**config.mk**
```make
export PLATFORM = sky130hd
export DESIGN_NAME = scale_factor_scfsi_select_top
export DESIGN_NICKNAME = d
export VERILOG_FILES = /design/src/sv/sfss_pkg.sv /design/src/sv/sfss_front.sv /design/src/sv/sfss_queue.sv /design/src/sv/sfss_back.sv /design/src/sv/scale_factor_scfsi_select_top.sv
export SDC_FILE = /design/constraint.sdc
export NUM_CORES = 1
export LEC_CHECK = 0
export BUFFER_PORTS_ARGS = -buffer_cell sky130_fd_sc_hd__buf_2
export CORE_UTILIZATION = 62
export CTS_CLUSTER_DIAMETER = 30
export DETAILED_ROUTE_END_ITERATION = 7
export GPL_TIMING_DRIVEN = 1
export PLACE_DENSITY = 0.85
export SYNTH_ARGS = -nofsm -noshare
export SYNTH_HDL_FRONTEND = slang
export SYNTH_SLANG_ARGS = --single-unit
```
**constraint.sdc**
```tcl
create_clock -name clk -period 5 [get_ports clk]
set_input_delay 1.5 -clock clk [delete_from_list [all_inputs] [get_ports clk]]
set_output_delay 1.5 -clock clk [all_outputs]
set_load 0.02 [all_outputs]
```
**src/sv/sfss_pkg.sv**
```systemverilog
// Shared types, constants and helper functions for the scale-factor / scfsi block.
// Used by every module of the block; depends on nothing.
`default_nettype none

package sfss_pkg;

    localparam int SAMPLES_PER_PART = 12;
    localparam int MAX_SUBBANDS     = 32;
    localparam int QUEUE_DEPTH      = 2;

    localparam int CNT_W  = (SAMPLES_PER_PART > 1) ? $clog2(SAMPLES_PER_PART) : 1;
    localparam int QPTR_W = (QUEUE_DEPTH > 1) ? $clog2(QUEUE_DEPTH) : 1;
    localparam int QCNT_W = $clog2(QUEUE_DEPTH + 1);

    localparam logic [29:0] PEAK_MAX  = 30'h3FFF_FFFF;
    localparam logic [30:0] THRESH_HI = 31'd1704458901;   // 2^(2/3) * 2^30
    localparam logic [30:0] THRESH_LO = 31'd1352829926;   // 2^(1/3) * 2^30

    // part numbers within a group
    localparam logic [1:0] PART_FIRST = 2'd0;
    localparam logic [1:0] PART_LAST  = 2'd2;

    // configuration register indexes
    localparam logic CFG_CHANNEL_COUNT   = 1'b0;
    localparam logic CFG_SUBBANDS_IN_USE = 1'b1;

    // scfsi codes
    localparam logic [1:0] SCFSI_THREE   = 2'd0;
    localparam logic [1:0] SCFSI_SHARE12 = 2'd1;
    localparam logic [1:0] SCFSI_ONE     = 2'd2;
    localparam logic [1:0] SCFSI_SHARE23 = 2'd3;

    localparam logic [4:0] BITS_THREE = 5'd18;
    localparam logic [4:0] BITS_TWO   = 5'd12;
    localparam logic [4:0] BITS_ONE   = 5'd6;

    // which part index each part uses
    typedef enum logic [2:0] {
        P_ABC, P_ABB, P_ACC, P_AAC, P_EXT, P_AAA, P_BBB, P_CCC
    } share_t;

    localparam share_t SHARE_TABLE [0:6][0:6] = '{
        '{P_ABC, P_ABB, P_ABB, P_ABB, P_ACC, P_ACC, P_ABC},
        '{P_AAC, P_AAA, P_AAA, P_AAA, P_EXT, P_EXT, P_AAC},
        '{P_AAC, P_AAA, P_AAA, P_AAA, P_EXT, P_EXT, P_AAC},
        '{P_AAA, P_AAA, P_AAA, P_AAA, P_CCC, P_CCC, P_AAC},
        '{P_BBB, P_BBB, P_BBB, P_BBB, P_CCC, P_CCC, P_ABC},
        '{P_BBB, P_BBB, P_BBB, P_BBB, P_CCC, P_CCC, P_ABC},
        '{P_ABC, P_ABB, P_ABB, P_ABB, P_ACC, P_ACC, P_ABC}
    };

    typedef struct packed {
        logic [29:0] peak;
        logic [1:0]  part;
    } part_t;

    typedef struct packed {
        logic [1:0] channel_count;
        logic [5:0] subbands_in_use;
    } cfg_t;

    typedef struct packed {
        logic [1:0]  sel;
        logic [17:0] word;
        logic [4:0]  bits;
        logic [5:0]  i0;
        logic [5:0]  i1;
        logic [5:0]  i2;
    } group_res_t;

    // exponent = 30 - msb position, floor of the msb at bit 10
    function automatic logic [4:0] peak_exponent(input logic [29:0] peak);
        logic [4:0] e;
        e = 5'd20;
        for (int i = 11; i < 30; i++) begin
            if (peak[i])
                e = 5'(30 - i);
        end
        return e;
    endfunction

    function automatic logic [2:0] clamp_row(input logic signed [6:0] d);
        logic [2:0] r;
        if (d < -7'sd3)
            r = 3'd0;
        else if (d > 7'sd3)
            r = 3'd6;
        else
            r = 3'(d + 7'sd3);
        return r;
    endfunction

    function automatic group_res_t share_pick(input logic [5:0] a, input logic [5:0] b,
                                              input logic [5:0] c);
        logic signed [6:0] d0;
        logic signed [6:0] d1;
        group_res_t res;
        d0 = $signed({1'b0, a}) - $signed({1'b0, b});
        d1 = $signed({1'b0, b}) - $signed({1'b0, c});
        res = '0;
        case (SHARE_TABLE[clamp_row(d0)][clamp_row(d1)])
            P_ABC:
            begin
                res.sel = SCFSI_THREE; res.word = {a, b, c};
                res.i0 = a; res.i1 = b; res.i2 = c;
            end
            P_ABB:
            begin
                res.sel = SCFSI_SHARE23; res.word = {6'd0, a, b};
                res.i0 = a; res.i1 = b; res.i2 = b;
            end
            P_ACC:
            begin
                res.sel = SCFSI_SHARE23; res.word = {6'd0, a, c};
                res.i0 = a; res.i1 = c; res.i2 = c;
            end
            P_AAC:
            begin
                res.sel = SCFSI_SHARE12; res.word = {6'd0, a, c};
                res.i0 = a; res.i1 = a; res.i2 = c;
            end
            P_EXT:
            begin
                // ties keep the first index
                res.sel = SCFSI_ONE;
                if (a > c)
                begin
                    res.word = {12'd0, c}; res.i0 = c; res.i1 = c; res.i2 = c;
                end
                else
                begin
                    res.word = {12'd0, a}; res.i0 = a; res.i1 = a; res.i2 = a;
                end
            end
            P_BBB:
            begin
                res.sel = SCFSI_ONE; res.word = {12'd0, b};
                res.i0 = b; res.i1 = b; res.i2 = b;
            end
            P_CCC:
            begin
                res.sel = SCFSI_ONE; res.word = {12'd0, c};
                res.i0 = c; res.i1 = c; res.i2 = c;
            end
            default:
            begin
                res.sel = SCFSI_ONE; res.word = {12'd0, a};
                res.i0 = a; res.i1 = a; res.i2 = a;
            end
        endcase
        case (res.sel)
            SCFSI_THREE: res.bits = BITS_THREE;
            SCFSI_ONE:   res.bits = BITS_ONE;
            default:     res.bits = BITS_TWO;
        endcase
        return res;
    endfunction

endpackage

`default_nettype wire

```
**src/sv/sfss_front.sv**
```systemverilog
// Front end: takes samples, tracks the part peak and counts samples and parts.
// Depends on sfss_pkg; pushes one finished part at a time into the queue.
`default_nettype none

module sfss_front (
    input  wire logic           clk,
    input  wire logic           rst_n,
    input  wire logic [30:0]    sample,
    input  wire logic           in_valid,
    output logic                in_stall,
    output logic                push_valid,
    output sfss_pkg::part_t     push_entry,
    input  wire logic           push_ready
);
    import sfss_pkg::*;

    logic [29:0]      peak_reg;
    logic [29:0]      peak_next;
    logic [CNT_W-1:0] cnt_reg;
    logic [CNT_W-1:0] cnt_next;
    logic [1:0]       part_reg;
    logic [1:0]       part_next;
    logic [30:0]      mag_full;
    logic [29:0]      mag;
    logic [29:0]      peak_max;
    logic             accept;
    logic             part_done;

    // stall on a full queue, so a part end always finds room
    assign in_stall = !push_ready;
    assign accept   = in_valid && !in_stall;

    always_comb
    begin
        // negation mod 2^31; only full-scale negative reaches bit 30
        mag_full  = sample[30] ? (31'd0 - sample) : sample;
        mag       = mag_full[30] ? PEAK_MAX : mag_full[29:0];
        peak_max  = (mag > peak_reg) ? mag : peak_reg;
        part_done = (cnt_reg == CNT_W'(SAMPLES_PER_PART - 1));

        peak_next = peak_reg;
        cnt_next  = cnt_reg;
        part_next = part_reg;
        if (accept)
        begin
            if (part_done)
            begin
                peak_next = '0;
                cnt_next  = '0;
                part_next = (part_reg == PART_LAST) ? PART_FIRST : part_reg + 2'd1;
            end
            else
            begin
                peak_next = peak_max;
                cnt_next  = cnt_reg + CNT_W'(1);
            end
        end
    end

    assign push_valid      = accept && part_done;
    assign push_entry.peak = peak_max;
    assign push_entry.part = part_reg;

    always_ff @(posedge clk or negedge rst_n)
    begin
        if (!rst_n)
        begin
            peak_reg <= '0;
            cnt_reg  <= '0;
            part_reg <= PART_FIRST;
        end
        else
        begin
            peak_reg <= peak_next;
            cnt_reg  <= cnt_next;
            part_reg <= part_next;
        end
    end

endmodule

`default_nettype wire

```
**src/sv/sfss_queue.sv**
```systemverilog
// Short register queue of finished parts between front and back end.
// Depends on sfss_pkg for the entry type and depth.
`default_nettype none

module sfss_queue (
    input  wire logic            clk,
    input  wire logic            rst_n,
    input  wire logic            push_valid,
    input  wire sfss_pkg::part_t push_entry,
    output logic                 push_ready,
    output logic                 pop_valid,
    output sfss_pkg::part_t      pop_entry,
    input  wire logic            pop_ready
);
    import sfss_pkg::*;

    part_t             mem_reg [QUEUE_DEPTH];
    logic [QPTR_W-1:0] wr_ptr_reg;
    logic [QPTR_W-1:0] rd_ptr_reg;
    logic [QCNT_W-1:0] count_reg;
    logic [QCNT_W-1:0] count_next;
    logic              do_push;
    logic              do_pop;

    assign push_ready = (count_reg != QCNT_W'(QUEUE_DEPTH));
    assign pop_valid  = (count_reg != '0);
    assign pop_entry  = mem_reg[rd_ptr_reg];
    assign do_push    = push_valid && push_ready;
    assign do_pop     = pop_valid && pop_ready;

    always_comb
    begin
        count_next = count_reg;
        case ({do_push, do_pop})
            2'b10:   count_next = count_reg + QCNT_W'(1);
            2'b01:   count_next = count_reg - QCNT_W'(1);
            default: count_next = count_reg;
        endcase
    end

    always_ff @(posedge clk)
    begin
        if (do_push)
            mem_reg[wr_ptr_reg] <= push_entry;
    end

    always_ff @(posedge clk or negedge rst_n)
    begin
        if (!rst_n)
        begin
            wr_ptr_reg <= '0;
            rd_ptr_reg <= '0;
            count_reg  <= '0;
        end
        else
        begin
            count_reg <= count_next;
            if (do_push)
                wr_ptr_reg <= (wr_ptr_reg == QPTR_W'(QUEUE_DEPTH - 1)) ? '0
                              : wr_ptr_reg + QPTR_W'(1);
            if (do_pop)
                rd_ptr_reg <= (rd_ptr_reg == QPTR_W'(QUEUE_DEPTH - 1)) ? '0
                              : rd_ptr_reg + QPTR_W'(1);
        end
    end

endmodule

`default_nettype wire

```
**src/sv/sfss_back.sv**
```systemverilog
// Back end: scale index per part, sharing pattern per group, output register.
// Depends on sfss_pkg; takes parts from sfss_queue and the config from the top.
`default_nettype none

module sfss_back (
    input  wire logic            clk,
    input  wire logic            rst_n,
    input  wire sfss_pkg::cfg_t  cfg,
    input  wire logic            pop_valid,
    input  wire sfss_pkg::part_t pop_entry,
    output logic                 pop_ready,
    output logic                 out_valid,
    input  wire logic            out_stall,
    output logic                 channel,
    output logic [4:0]           subband,
    output logic [1:0]           selector_info,
    output logic [17:0]          factor_word,
    output logic [4:0]           factor_bits,
    output logic [5:0]           index_first,
    output logic [5:0]           index_second,
    output logic [5:0]           index_third,
    output logic                 frame_last
);
    import sfss_pkg::*;

    // stage 1: exponent found
    logic        s1_valid_reg;
    logic [29:0] s1_peak_reg;
    logic [4:0]  s1_exp_reg;
    logic [1:0]  s1_part_reg;
    // index of parts one and two of the group in progress
    logic [5:0]  part_idx_reg [2];
    // stage 2: complete group
    logic        grp_valid_reg;
    logic [5:0]  grp_a_reg;
    logic [5:0]  grp_b_reg;
    logic [5:0]  grp_c_reg;
    // group position
    logic        ch_now_reg;
    logic        ch_now_next;
    logic [4:0]  sb_now_reg;
    logic [4:0]  sb_now_next;
    // output register
    logic        out_valid_reg;
    group_res_t  res_reg;
    logic        ch_out_reg;
    logic [4:0]  sb_out_reg;
    logic        last_out_reg;

    logic [30:0] norm;
    logic [1:0]  mclass;
    logic [5:0]  idx;
    logic        s1_go;
    logic        grp_go;
    logic        s1_to_grp;
    logic [5:0]  sb_lim;
    logic        ch_last;
    logic        sb_last;
    group_res_t  res;

    assign grp_go    = grp_valid_reg && (!out_valid_reg || !out_stall);
    assign s1_go     = s1_valid_reg
                       && ((s1_part_reg != PART_LAST) || !grp_valid_reg || grp_go);
    assign s1_to_grp = s1_go && (s1_part_reg == PART_LAST);
    assign pop_ready = !s1_valid_reg || s1_go;

    always_comb
    begin
        norm   = 31'(s1_peak_reg) << s1_exp_reg;
        mclass = {1'b0, (norm < THRESH_HI)} + {1'b0, (norm < THRESH_LO)};
        idx    = {s1_exp_reg, 1'b0} + {1'b0, s1_exp_reg} + {4'd0, mclass};
    end

    always_comb
    begin
        res = share_pick(grp_a_reg, grp_b_reg, grp_c_reg);

        // channel count 0 acts as 1, 3 as 2; subbands clamp to 1..MAX_SUBBANDS
        if (cfg.subbands_in_use == '0)
            sb_lim = 6'd1;
        else if (cfg.subbands_in_use > 6'(MAX_SUBBANDS))
            sb_lim = 6'(MAX_SUBBANDS);
        else
            sb_lim = cfg.subbands_in_use;
        ch_last = !cfg.channel_count[1] || ch_now_reg;
        sb_last = (({1'b0, sb_now_reg} + 6'd1) >= sb_lim);

        ch_now_next = ch_now_reg;
        sb_now_next = sb_now_reg;
        if (grp_go)
        begin
            if (ch_last)
            begin
                ch_now_next = 1'b0;
                sb_now_next = sb_last ? 5'd0 : sb_now_reg + 5'd1;
            end
            else
            begin
                ch_now_next = 1'b1;
            end
        end
    end

    always_ff @(posedge clk)
    begin
        if (pop_valid && pop_ready)
        begin
            s1_peak_reg <= pop_entry.peak;
            s1_exp_reg  <= peak_exponent(pop_entry.peak);
            s1_part_reg <= pop_entry.part;
        end
        if (s1_go && (s1_part_reg != PART_LAST))
            part_idx_reg[s1_part_reg[0]] <= idx;
        if (s1_to_grp)
        begin
            grp_a_reg <= part_idx_reg[0];
            grp_b_reg <= part_idx_reg[1];
            grp_c_reg <= idx;
        end
        if (grp_go)
        begin
            res_reg      <= res;
            ch_out_reg   <= ch_now_reg;
            sb_out_reg   <= sb_now_reg;
            last_out_reg <= ch_last && sb_last;
        end
    end

    always_ff @(posedge clk or negedge rst_n)
    begin
        if (!rst_n)
        begin
            s1_valid_reg  <= 1'b0;
            grp_valid_reg <= 1'b0;
            out_valid_reg <= 1'b0;
            ch_now_reg    <= 1'b0;
            sb_now_reg    <= '0;
        end
        else
        begin
            if (pop_ready)
                s1_valid_reg <= pop_valid;
            if (s1_to_grp)
                grp_valid_reg <= 1'b1;
            else if (grp_go)
                grp_valid_reg <= 1'b0;
            if (grp_go)
                out_valid_reg <= 1'b1;
            else if (!out_stall)
                out_valid_reg <= 1'b0;
            ch_now_reg <= ch_now_next;
            sb_now_reg <= sb_now_next;
        end
    end

    assign out_valid     = out_valid_reg;
    assign channel       = ch_out_reg;
    assign subband       = sb_out_reg;
    assign selector_info = res_reg.sel;
    assign factor_word   = res_reg.word;
    assign factor_bits   = res_reg.bits;
    assign index_first   = res_reg.i0;
    assign index_second  = res_reg.i1;
    assign index_third   = res_reg.i2;
    assign frame_last    = last_out_reg;

endmodule

`default_nettype wire

```
**src/sv/scale_factor_scfsi_select_top.sv**
```systemverilog
// Top level of the scale-factor / scfsi selector: config registers and wiring
// of sfss_front, sfss_queue and sfss_back. Depends on sfss_pkg.
//
//   channel  | direction | handshake            | payload
//   ---------+-----------+----------------------+------------------------------------
//   input    | in        | in_valid / in_stall  | sample
//   result   | out       | out_valid / out_stall| channel, subband, selector_info,
//            |           |                      | factor_word, factor_bits, index_*,
//            |           |                      | frame_last
//   config   | in        | cfg_valid / cfg_ready| cfg_index, cfg_data
//
// One sample per cycle while in_stall is low. A group result passes through the queue,
// exponent stage, group stage and output register after its last sample.
// in_stall rises only when the two-entry part queue is full, i.e. after a
// stalled output has backed up the group and exponent stages.
// Reset clears counters, peak and all valid flags; config returns to 1 channel
// and 32 subbands. cfg_ready is always high.
`default_nettype none

module scale_factor_scfsi_select_top (
    input  wire logic           clk,
    input  wire logic           rst_n,
    input  wire logic [30:0]    sample,
    input  wire logic           in_valid,
    output logic                in_stall,
    output logic                out_valid,
    input  wire logic           out_stall,
    output logic                channel,
    output logic [4:0]          subband,
    output logic [1:0]          selector_info,
    output logic [17:0]         factor_word,
    output logic [4:0]          factor_bits,
    output logic [5:0]          index_first,
    output logic [5:0]          index_second,
    output logic [5:0]          index_third,
    output logic                frame_last,
    input  wire logic           cfg_valid,
    output logic                cfg_ready,
    input  wire logic           cfg_index,
    input  wire logic [5:0]     cfg_data
);
    import sfss_pkg::*;

    cfg_t  cfg_reg;
    logic  push_valid;
    part_t push_entry;
    logic  push_ready;
    logic  pop_valid;
    part_t pop_entry;
    logic  pop_ready;

    assign cfg_ready = 1'b1;

    always_ff @(posedge clk or negedge rst_n)
    begin
        if (!rst_n)
        begin
            cfg_reg.channel_count   <= 2'd1;
            cfg_reg.subbands_in_use <= 6'd32;
        end
        else if (cfg_valid && cfg_ready)
        begin
            case (cfg_index)
                CFG_CHANNEL_COUNT:   cfg_reg.channel_count   <= cfg_data[1:0];
                CFG_SUBBANDS_IN_USE: cfg_reg.subbands_in_use <= cfg_data;
                default:             cfg_reg <= cfg_reg;
            endcase
        end
    end

    sfss_front u_front (
        .clk        (clk),
        .rst_n      (rst_n),
        .sample     (sample),
        .in_valid   (in_valid),
        .in_stall   (in_stall),
        .push_valid (push_valid),
        .push_entry (push_entry),
        .push_ready (push_ready)
    );

    sfss_queue u_queue (
        .clk        (clk),
        .rst_n      (rst_n),
        .push_valid (push_valid),
        .push_entry (push_entry),
        .push_ready (push_ready),
        .pop_valid  (pop_valid),
        .pop_entry  (pop_entry),
        .pop_ready  (pop_ready)
    );

    sfss_back u_back (
        .clk           (clk),
        .rst_n         (rst_n),
        .cfg           (cfg_reg),
        .pop_valid     (pop_valid),
        .pop_entry     (pop_entry),
        .pop_ready     (pop_ready),
        .out_valid     (out_valid),
        .out_stall     (out_stall),
        .channel       (channel),
        .subband       (subband),
        .selector_info (selector_info),
        .factor_word   (factor_word),
        .factor_bits   (factor_bits),
        .index_first   (index_first),
        .index_second  (index_second),
        .index_third   (index_third),
        .frame_last    (frame_last)
    );

endmodule

`default_nettype wire
```
Yosys cells after proc, flatten, opt, wreduce, memory -nomap -nowiden
Memory sizes are Yosys's and may differ from the RTL's. A register that Yosys moved wholly into a read port is not among the register bits.
Cells that the tools add are included.
{"block": "totals", "mem_bits_ro": 168, "out_inout_bits": 53, "word_cells": 165, "ram_bits": 76, "register_bits": 150, "inputBits": 43, "mem_count": 3}
{"name": "(no name shown)", "depth": 8, "width": 21, "rd": 1, "rd_clocked_by_memory_dff": 0, "wr": 0, "line": "sfss_pkg.sv:101", "text": "case (SHARE_TABLE[clamp_row(d0)][clamp_row(d1)])"}
{"name": "u_queue.mem_reg", "depth": 2, "width": 32, "rd": 1, "rd_clocked_by_memory_dff": 0, "wr": 1, "line": "sfss_queue.sv:17", "text": "part_t mem_reg [QUEUE_DEPTH];"}
{"name": "u_back.part_idx_reg", "depth": 2, "width": 6, "rd": 2, "rd_clocked_by_memory_dff": 2, "wr": 1, "line": "sfss_back.sv:32", "text": "logic [5:0] part_idx_reg [2];"}
{"block": "classes", "n_addsub": 16, "n_mux": 53, "eq_ne": 15, "shift": 1, "reduce_logical": 33, "bitwise_logic": 3, "magnitude_cmp": 12}
{"cell": "$pmux 20 s7", "count": 1}
{"cell": "$pmux 18 s7", "count": 1}
{"cell": "$mux 30", "count": 3}
{"cell": "$lt 31x31->1 const B", "count": 2}
{"cell": "$mux 21", "count": 2}
{"cell": "$mux 3", "count": 14}
{"cell": "$mux 4", "count": 9}
{"cell": "$mux 31", "count": 1}
{"cell": "$shl 30x5->31", "count": 1}
{"cell": "$sub 1x31->31 const A", "count": 1}
{"cell": "$gt 30x30->1", "count": 1}
{"cell": "$mux 18", "count": 1}
{"cell": "$mux 6", "count": 3}
{"cell": "$reduce_or 15->1", "count": 1}
{"cell": "$gt 7x3->1 const B", "count": 2}
{"cell": "$lt 7x3->1 const B", "count": 2}
{"cell": "$sub 6x6->7", "count": 2}
{"cell": "$mux 1", "count": 11}
{"cell": "$pmux 5 s2", "count": 1}
{"cell": "$bmux 3 s3", "count": 1}
{"cell": "$eq 3x3->1 const B", "count": 3}
{"cell": "$logic_and 1x1->1", "count": 9}
{"cell": "$eq 2x2->1 const B", "count": 4}
{"cell": "$ge 4x4->1 const B", "count": 2}
{"cell": "other kinds (33)", "count": 55}

Depth between registers and ports, before layout
Gate-level depths: netlist (run 1).
An unclocked memory read counts as a cell.
{"block": "depth", "ltp_word": 19, "depth_mapped": 24}

Hierarchy
Synthesis (run 1) repeated with hierarchy kept, for this count alone.
{"block": "unflattened", "cells_unflattened": 1269, "area_unflattened_um2": 14194.9}
{"mod": "sfss_back", "seq_area_each_um2": 3498.4, "area_each_um2": 7953.9, "n_inst": 1, "cells_each": 753}
{"mod": "sfss_front", "seq_area_each_um2": 900.9, "area_each_um2": 3379.5, "n_inst": 1, "cells_each": 379}
{"mod": "sfss_queue", "seq_area_each_um2": 2021.9, "area_each_um2": 2522.4, "n_inst": 1, "cells_each": 117}
{"mod": "scale_factor_scfsi_select_top", "seq_area_each_um2": 202.7, "area_each_um2": 339.1, "n_inst": 1, "cells_each": 20}

Worst setup path before layout (run 1)
No wires, ideal clock.
{"block": "synth_path", "path_kind": "input -> register", "startpoint": "input sample[18]", "endpoint": "register u_front.peak_reg[13]", "path_buffers": 3, "path_slack_ns": -1.294, "setup_time_ns": 0.121, "path_stages": 24, "arrival_ns": 6.173, "cell_sequence": "or3_1 -> or4_4 -> nor3_2 -> inv_2 -> or4_1 -> or2_1 -> nor2b_1 -> nand3_1 -> clkbuf_1 -> nand2_1 -> ha_1 -> a21o_1 -> a21o_1 -> a21o_1 -> a21o_1 -> a21oi_1 -> nor2b_1 -> o211ai_1 -> and3_1 -> a21oi_1 -> and3_1 -> clkbuf_1 -> clkbuf_1 -> a22o_1"}
{"block": "synth_via", "elab_chain_len": 6}
{"item": "start, declared", "line": "scale_factor_scfsi_select_top.sv:23", "text": "input wire logic [30:0] sample,"}
{"item": "$sub 1x31->31", "line": "sfss_front.sv:36", "text": "mag_full = sample[30] ? (31'd0 - sample) : sample;"}
{"item": "$mux 31 (*)", "line": "sfss_front.sv:36"}
{"item": "$mux 30 (*)", "line": "sfss_front.sv:37", "text": "mag = mag_full[30] ? PEAK_MAX : mag_full[29:0];"}
{"item": "$gt 30x30->1", "line": "sfss_front.sv:38", "text": "peak_max = (mag > peak_reg) ? mag : peak_reg;"}
{"item": "$mux 30 (*)", "line": "sfss_front.sv:38"}
{"item": "$mux 30 (*)", "line": "sfss_front.sv:46", "text": "if (part_done)"}
{"item": "end signal, assigned", "line": "sfss_front.sv:74", "text": "peak_reg <= peak_next;"}
{"item": "end, declared", "line": "sfss_front.sv:17", "text": "logic [29:0] peak_reg;"}
Mark *: on every way between the ends. The rest lies on a longest branch, timed or not.
A chain may end at the register's enable or synchronous reset.

==> metrics.txt, run 1 <==
reg2reg path depth 17; core area 0.0218 mm^2; Startpoint Class input pin; nets about 1,600; CP Data Arrival Time 6.22 ns; clock tree sinks about 230; worst r2r src u_back.s1_exp_reg[0]; maximum clock path buffer count 3; Final ANT Viol Nets 0; ratio of final minimum period to clock period 1.18; DRC Markers 0; GR Overflow Total 0; Die H 151 um; Hold Crit Class register to register; dpl hpwl between 20,000 and 25,000 um; Cells after Synth about 1,300; clk slew on worst S/H paths approximately 0.060 ns; Final Slew Violations 0; final worst path period need a little under 6 ns; vias in the first global route roughly 11,000; max_cap viols 0; gpl congestion around 1.0; Final setup violation count 90; IO buf count 93; reg2reg setup slack 0.24 ns; worst rel slew slack 0.326; crit path kind input pin to register; IO Pins 96; starting density of the core 0.633; die area between 0.02 and 0.025 mm^2; vias per cell 6.57; Vias 11,715; Least-Margin Pin Slew between 1 and 1.5 ns; worst reg2reg endpoint u_back.grp_c_reg[4]; #FFs+latches synth ~230; fill count roughly 1,200; layout cell share with drive strength beyond 1 0.299; number of flops mapped to enable cells by yosys around 170; syn nets around 1,400; initial antenna violation count 0; Worst-Skew Late Latency ~0.54 ns; DRT Pass-1 Iters 5; async set-reset flop share out of synthesis 0.245; wirelength, routed a little under 40,000 um; CTS Buf Count 36; Multi-input gate area between 0.006 and 0.007 mm^2; Seq. cell area between 0.006 and 0.007 mm^2; Mapped Area 0.0138 mm^2; largest net degree at the start of global routing 45; Largest register FFs 64; Cell variety after synth 87; CTS root buffer clkbuf_16; Total GRT Usage 0.333; Critical Path End Type register; Worst Path Required between 5 and 6 ns; CTS tree yes; CP startpoint sample[18]; fin util 0.783; setup ws final -0.885 ns; first-pass GRT wire length a little under 60,000 um; Avg Inst Size Synth between 10 and 15 um^2; routed len/inst roughly 22 um; commonest cells after routing, fill and taps aside edfxtp_1, buf_4, nand2_1, buf_2, inv_1; H-tree levels 2; DRC marker count from the first detailed-route iteration between 1,000 and 1,500; Final Hold Viols 0; diode count 0; CP Capture Point u_queue.mem_reg[0][30]; Syn. warnings 0; run status finished with violations; skew final 0.0270 ns; Max FO, Critical Path 14; top_reg_cell synth edfxtp_1; Fmax roughly 170 MHz; row cnt 54; chip width ~150 um; failing checks setup timing; post-synthesis sequential area ratio 0.478; most common cell after layout, fill and taps aside edfxtp_1; Syn-to-layout area delta 23.8%; unrepaired setup endpoints after global routing yes
cells in the mapped netlist (5+ instances only):
library cell,n,area [um^2]
edfxtp_1,173,5190
nand2_1,136,510
inv_1,82,308
o21ai_0,75,375
ha_1,69,863
nor2_1,69,259
a21oi_1,55,275
dfrtp_1,55,1380
mux2_2,50,563
mux2i_1,49,490
clkbuf_1,42,158
a22o_1,32,280
xor2_1,32,280
a21o_1,23,173
nor2b_1,18,113
mux4_2,17,383
nand2b_1,17,106
a211oi_1,15,113
nor3_1,15,75.1
o22ai_1,15,93.8
and3_1,14,87.6
nand3_1,13,65.1
xnor2_1,11,96.3
o21a_1,10,75.1
buf_4,9,67.6
o31ai_1,9,67.6
a22oi_1,8,60.1
or2_2,8,50.1
or3_1,8,50.1
and2_1,7,43.8
buf_1,7,26.3
nand4_1,7,43.8
o21ai_1,7,35.0
nor4_1,6,37.5
a211o_1,5,43.8
a31oi_1,5,31.3
buf_2,5,25.0
nor3b_1,5,37.5
o211ai_1,5,37.5
worst min-delay path by stage:
stage                                   start                   to  slack (ns)  cells after the start
detailed placement  u_back.part_idx_reg[1][2]  u_back.grp_b_reg[2]        0.40                      0
CTS                 u_back.part_idx_reg[1][2]  u_back.grp_b_reg[2]        0.41                      0
floorplan           u_back.part_idx_reg[0][0]  u_back.grp_a_reg[0]        0.40                      0
global placement    u_back.part_idx_reg[1][2]  u_back.grp_b_reg[2]        0.40                      0
finish              u_back.part_idx_reg[1][2]  u_back.grp_b_reg[2]        0.41                      0
global route        u_back.part_idx_reg[1][2]  u_back.grp_b_reg[2]        0.41                      0
critical path, cell delays in order:
cell and delay (ns):
buf_6 0.09, or3_4 0.38, or4_4 0.45, nor3_4 0.14, inv_2 0.06, or4_4 0.42
or2_4 0.26, buf_4 0.14, nor3_2 0.14, buf_4 0.14, nor2_1 0.07, ha_2 0.21
nor2b_4 0.13, o21a_1 0.14, o21a_1 0.13, o21a_1 0.11, o21a_1 0.12, o21ai_1 0.06
a21oi_1 0.21, o2111ai_1 0.15, buf_4 0.19, a21oi_4 0.39, buf_8 0.23, mux2i_2 0.35
what timing repair did:
item,in CTS,in global routing
hold buffers,0,0
gates cloned,3,5
pin swaps,8,7
buffers inserted,7,6
gates resized for setup,59,36
setup endpoints to repair,90,110
routing by layer:
metal  GRT usage  share of wire  vias up
met2       0.586           0.50      788
met5           0              0        -
met1       0.380           0.36     5608
met4       0.201          0.057        0
met3      0.0548          0.080      184
li1            -              -     5135
final cells by class:
type / count / area share
Inverter: 86 / 0.0191
Timing Repair Buffer: 224 / 0.0907
Clock inverter: 29 / 0.0250
Clock buffer: 37 / 0.0529
Multi-Input combinational cell: 897 / 0.406
Tap cell: 280 / 0.0205
Sequential cell: 229 / 0.386
metrics by stage:
stage                     setup TNS [ns]  hold slack, ns  std cells  worst slack, ns  area [um^2]
final                             -68.85           0.411       1782           -0.885        17100
after global routing              -80.03           0.411       1782           -0.982        17100
after CTS                         -50.60           0.412       1771           -0.624        16900
after detailed placement         -111.03           0.405       1695            -1.28        15300
after global placement            -98.22           0.401       1695            -1.14        15300
after floorplan                   -82.04           0.400       1272            -1.02        13900
cell families after synthesis:
kind of cell / count (synthesis) / synth area share
adder cells (fa/ha/maj): 73 / 0.0683
XOR/XNOR: 45 / 0.0296
multiplexers: 118 / 0.106
other: 2 / 0.000544
flip-flops: 229 / 0.478
buffers and inverters: 150 / 0.0442
AND/OR/NAND/NOR: 340 / 0.118
AO/OA/AOI/OAI: 315 / 0.156
Power of run 1 is left out: the tool's default activity adds up to more than one toggle a clock period on the data nets, which glitch-free logic cannot reach.
==> run 2: changes to the inputs <==
--- a/config.mk
+++ b/config.mk
@@ -5,12 +5,13 @@
 export SDC_FILE = /design/constraint.sdc
 export NUM_CORES = 1
 export LEC_CHECK = 0
+export ABC_AREA = 1
 export BUFFER_PORTS_ARGS = -buffer_cell sky130_fd_sc_hd__buf_2
 export CORE_UTILIZATION = 62
 export CTS_CLUSTER_DIAMETER = 30
 export DETAILED_ROUTE_END_ITERATION = 7
 export GPL_TIMING_DRIVEN = 1
-export PLACE_DENSITY = 0.85
+export PLACE_DENSITY = 0.84
 export SYNTH_ARGS = -nofsm -noshare
 export SYNTH_HDL_FRONTEND = slang
 export SYNTH_SLANG_ARGS = --single-unit
==> run 2 against run 1 <==
Compared with the run above: the run now ends clean; fmax up 24%; sequential cell count stayed put; count of clock-buffer cells in the layout increased by 9; routed wire length decreased by 8.8%; non-clock buffer count down 88; design area is 1.9% lower; critical path depth is 4 higher; synthesized cell count rose by 37%; first-iteration DRC count rose by 3.5%; area after synthesis up 5.2%; worst setup slack improved by 1.1 ns; clock skew fell by 0.0091 ns; largest cell class unchanged; highest routed layer unchanged.
==> metrics.txt, run 2 <==
run status complete, no violations (was finished with violations); met3 usage 0.0423 (was 0.0548); initial antenna violation count 0 (unchanged); IO Pins 96 (unchanged); CTS tree yes (unchanged); Die H 155 um (was 151 um); critical path's most frequent cell nand2_1 (was o21a_1); most common cell after layout, fill and taps aside nand2_1 (was edfxtp_1); Mapped Area 0.0145 mm^2 (was 0.0138 mm^2); Largest register FFs 64 (unchanged); Least-Margin Pin Slew 1.14 ns (was 1.01 ns); worst rel slew slack 0.240 (was 0.326); Hold-fix buffers, CTS 0 (unchanged); commonest cells after routing, fill and taps aside nand2_1, inv_1, edfxtp_1, nand3_1, nor2_1 (was edfxtp_1, buf_4, nand2_1, buf_2, inv_1); most frequent cell after synthesis nand2_1 (was edfxtp_1); fin area 0.0168 mm^2 (was 0.0171 mm^2); synth top area cells edfxtp_1, nand2_1, dfrtp_1 (was edfxtp_1, dfrtp_1, ha_1); Fmax 211 MHz (was 170 MHz); GRT met1 Usage 0.361 (was 0.380); Worst-Skew Late Latency 0.53 ns (was 0.54 ns); skew final 0.0179 ns (was 0.0270 ns); Worst Path Required 5.26 ns (was 5.33 ns); layout cell share with drive strength beyond 1 0.155 (was 0.299); CP startpoint sample[0] (was sample[18]); CP Data Arrival Time 5.00 ns (was 6.22 ns); DRC Markers 0 (unchanged); ratio of final minimum period to clock period 0.948 (was 1.18); Startpoint Class input pin (unchanged); buffer count from post-CTS setup fixing 0 (was 7); worst reg2reg endpoint u_back.part_idx_reg[0][4] (was u_back.grp_c_reg[4]); area leader, netlist edfxtp_1 (unchanged); clk slew on worst S/H paths 0.05 ns (was 0.06 ns); H-tree levels 2 (unchanged); worst r2r src u_back.s1_exp_reg[0] (unchanged); crit path kind input pin to register (unchanged); reg2reg path depth 19 (was 17); nets 1,967 (was 1,590); Vias 12,708 (was 11,715); max_cap viols 0 (unchanged); IO buf count 93 (unchanged); maximum clock path buffer count 3 (unchanged); min-delay src u_back.part_idx_reg[0][0] (was u_back.part_idx_reg[1][2]); vias in the first global route 12,185 (was 11,358); CTS Buf Count 38 (was 36); CP max stage delay 0.27 ns (was 0.45 ns); Final setup violation count 0 (was 90); core area 0.0228 mm^2 (was 0.0218 mm^2); largest net degree at the start of global routing 44 (was 45); gpl congestion 0.933 (was 1.05); Cells after Synth 1,743 (was 1,272); async set-reset flop share out of synthesis 0.245 (unchanged); DRC marker count from the first detailed-route iteration 1,088 (was 1,051); vias per cell 5.79 (was 6.57); Syn-to-layout area delta 15.4% (was 23.8%); CTS root buffer clkbuf_16 (unchanged); first-pass GRT wire length 57,600 um (was 59,000 um); area post-placement 0.0154 mm^2 (was 0.0153 mm^2); post-CTS sizing 0 (was 59); Avg Inst Size Synth 8.33 um^2 (was 10.9 um^2); GR peak layer met2 (unchanged); worst hold stages 0 (unchanged); met2 usage 0.534 (was 0.586); Hold Crit Class register to register (unchanged); #FFs+latches synth 229 (unchanged); Total GRT Usage 0.299 (was 0.333); Syn. warnings 0 (unchanged); Cell variety after synth 54 (was 87); Final Hold Viols 0 (unchanged); routed len/inst 16.1 um (was 21.7 um); Final ANT Viol Nets 0 (unchanged); Synth top area share 0.358 (was 0.376); WHS Endpoint u_back.grp_a_reg[0] (was u_back.grp_b_reg[2]); Final Slew Violations 0 (unchanged); dpl hpwl 23,600 um (was 22,900 um); wirelength, routed 35,300 um (was 38,700 um); number of flops mapped to enable cells by yosys 173 (unchanged); final worst path period need 4.74 ns (was 5.89 ns); Max FO, Critical Path 24 (was 14); top_reg_cell synth edfxtp_1 (unchanged); row cnt 55 (was 54); diode count 0 (unchanged); die area 0.0240 mm^2 (was 0.0229 mm^2); Critical Path End Type register (unchanged); reg2reg setup slack 0.31 ns (was 0.24 ns); GR Overflow Total 0 (unchanged); starting density of the core 0.638 (was 0.633); critical path's slowest cell ha_1 (was or4_4); clock tree sinks 229 (unchanged); chip width 155 um (was 151 um); syn nets 1,859 (was 1,388); Synth top cells by count nand2_1, inv_1, edfxtp_1 (was edfxtp_1, nand2_1, inv_1); DRT Pass-1 Iters 6 (was 5); post-synthesis sequential area ratio 0.454 (was 0.478)
[run 2: how the worst max path moves through the flow]
stage	endpoint	slack (ns)	depth (start not counted)
after floorplan	u_queue.mem_reg[0][11]	0.005	25
after global placement	u_queue.mem_reg[0][2]	-0.02	26
after detailed placement	u_front.peak_reg[19]	-0.25	26
after CTS	u_front.peak_reg[19]	0.15	25
after global routing	u_queue.mem_reg[1][19]	-0.05	28
final	u_queue.mem_reg[1][19]	0.26	28
[run 2: final cells by class]
class                   instances  area [um^2]
inverters                     227          855
well taps                     313          392
repair buffers                136          813
flip-flops and latches        229         6600
multi-input cells            1219         6760
clock buffers                  46         1050
fillers                      1566         6010
clock inverters                24          299
[run 2: logic make-up after synthesis]
logic type,share of synthesized area
and+or+nand+nor,0.244
AOI/OAI and AO/OA,0.116
muxes,0.0194
other,0.000517
DFF,0.454
adders and majority gates,0.0650
buffers and inverters,0.0839
xor gates and xnor gates,0.0169
[run 2: layer usage]
metal / vias to the layer above / share of wire
met5: - / 0
met4: 0 / 0.033
met3: 114 / 0.063
met2: 584 / 0.50
met1: 5920 / 0.40
li1: 6090 / -
[run 2: critical path: cells and delay by family]
family | cells | cell delay, ns
compound gates | 4 | 0.65
fa+ha+maj | 2 | 0.45
simple gates | 15 | 1.57
buf+inv | 7 | 0.81
[run 2: stage by stage]
stage | setup TNS [ns] | setup WS (ns) | util | instances | hold slack [ns]
after floorplan | 0 | 0.00487 | - | 1743 | 0.400
after global placement | -0.0446 | -0.0223 | 0.675 | 2124 | 0.400
after detailed placement | -13.95 | -0.250 | 0.675 | 2124 | 0.405
after CTS | 0 | 0.148 | 0.735 | 2194 | 0.418
after global routing | -0.109 | -0.0471 | 0.736 | 2194 | 0.421
final | 0 | 0.262 | 0.736 | 2194 | 0.420
Power of run 2 is left out for the same reason.
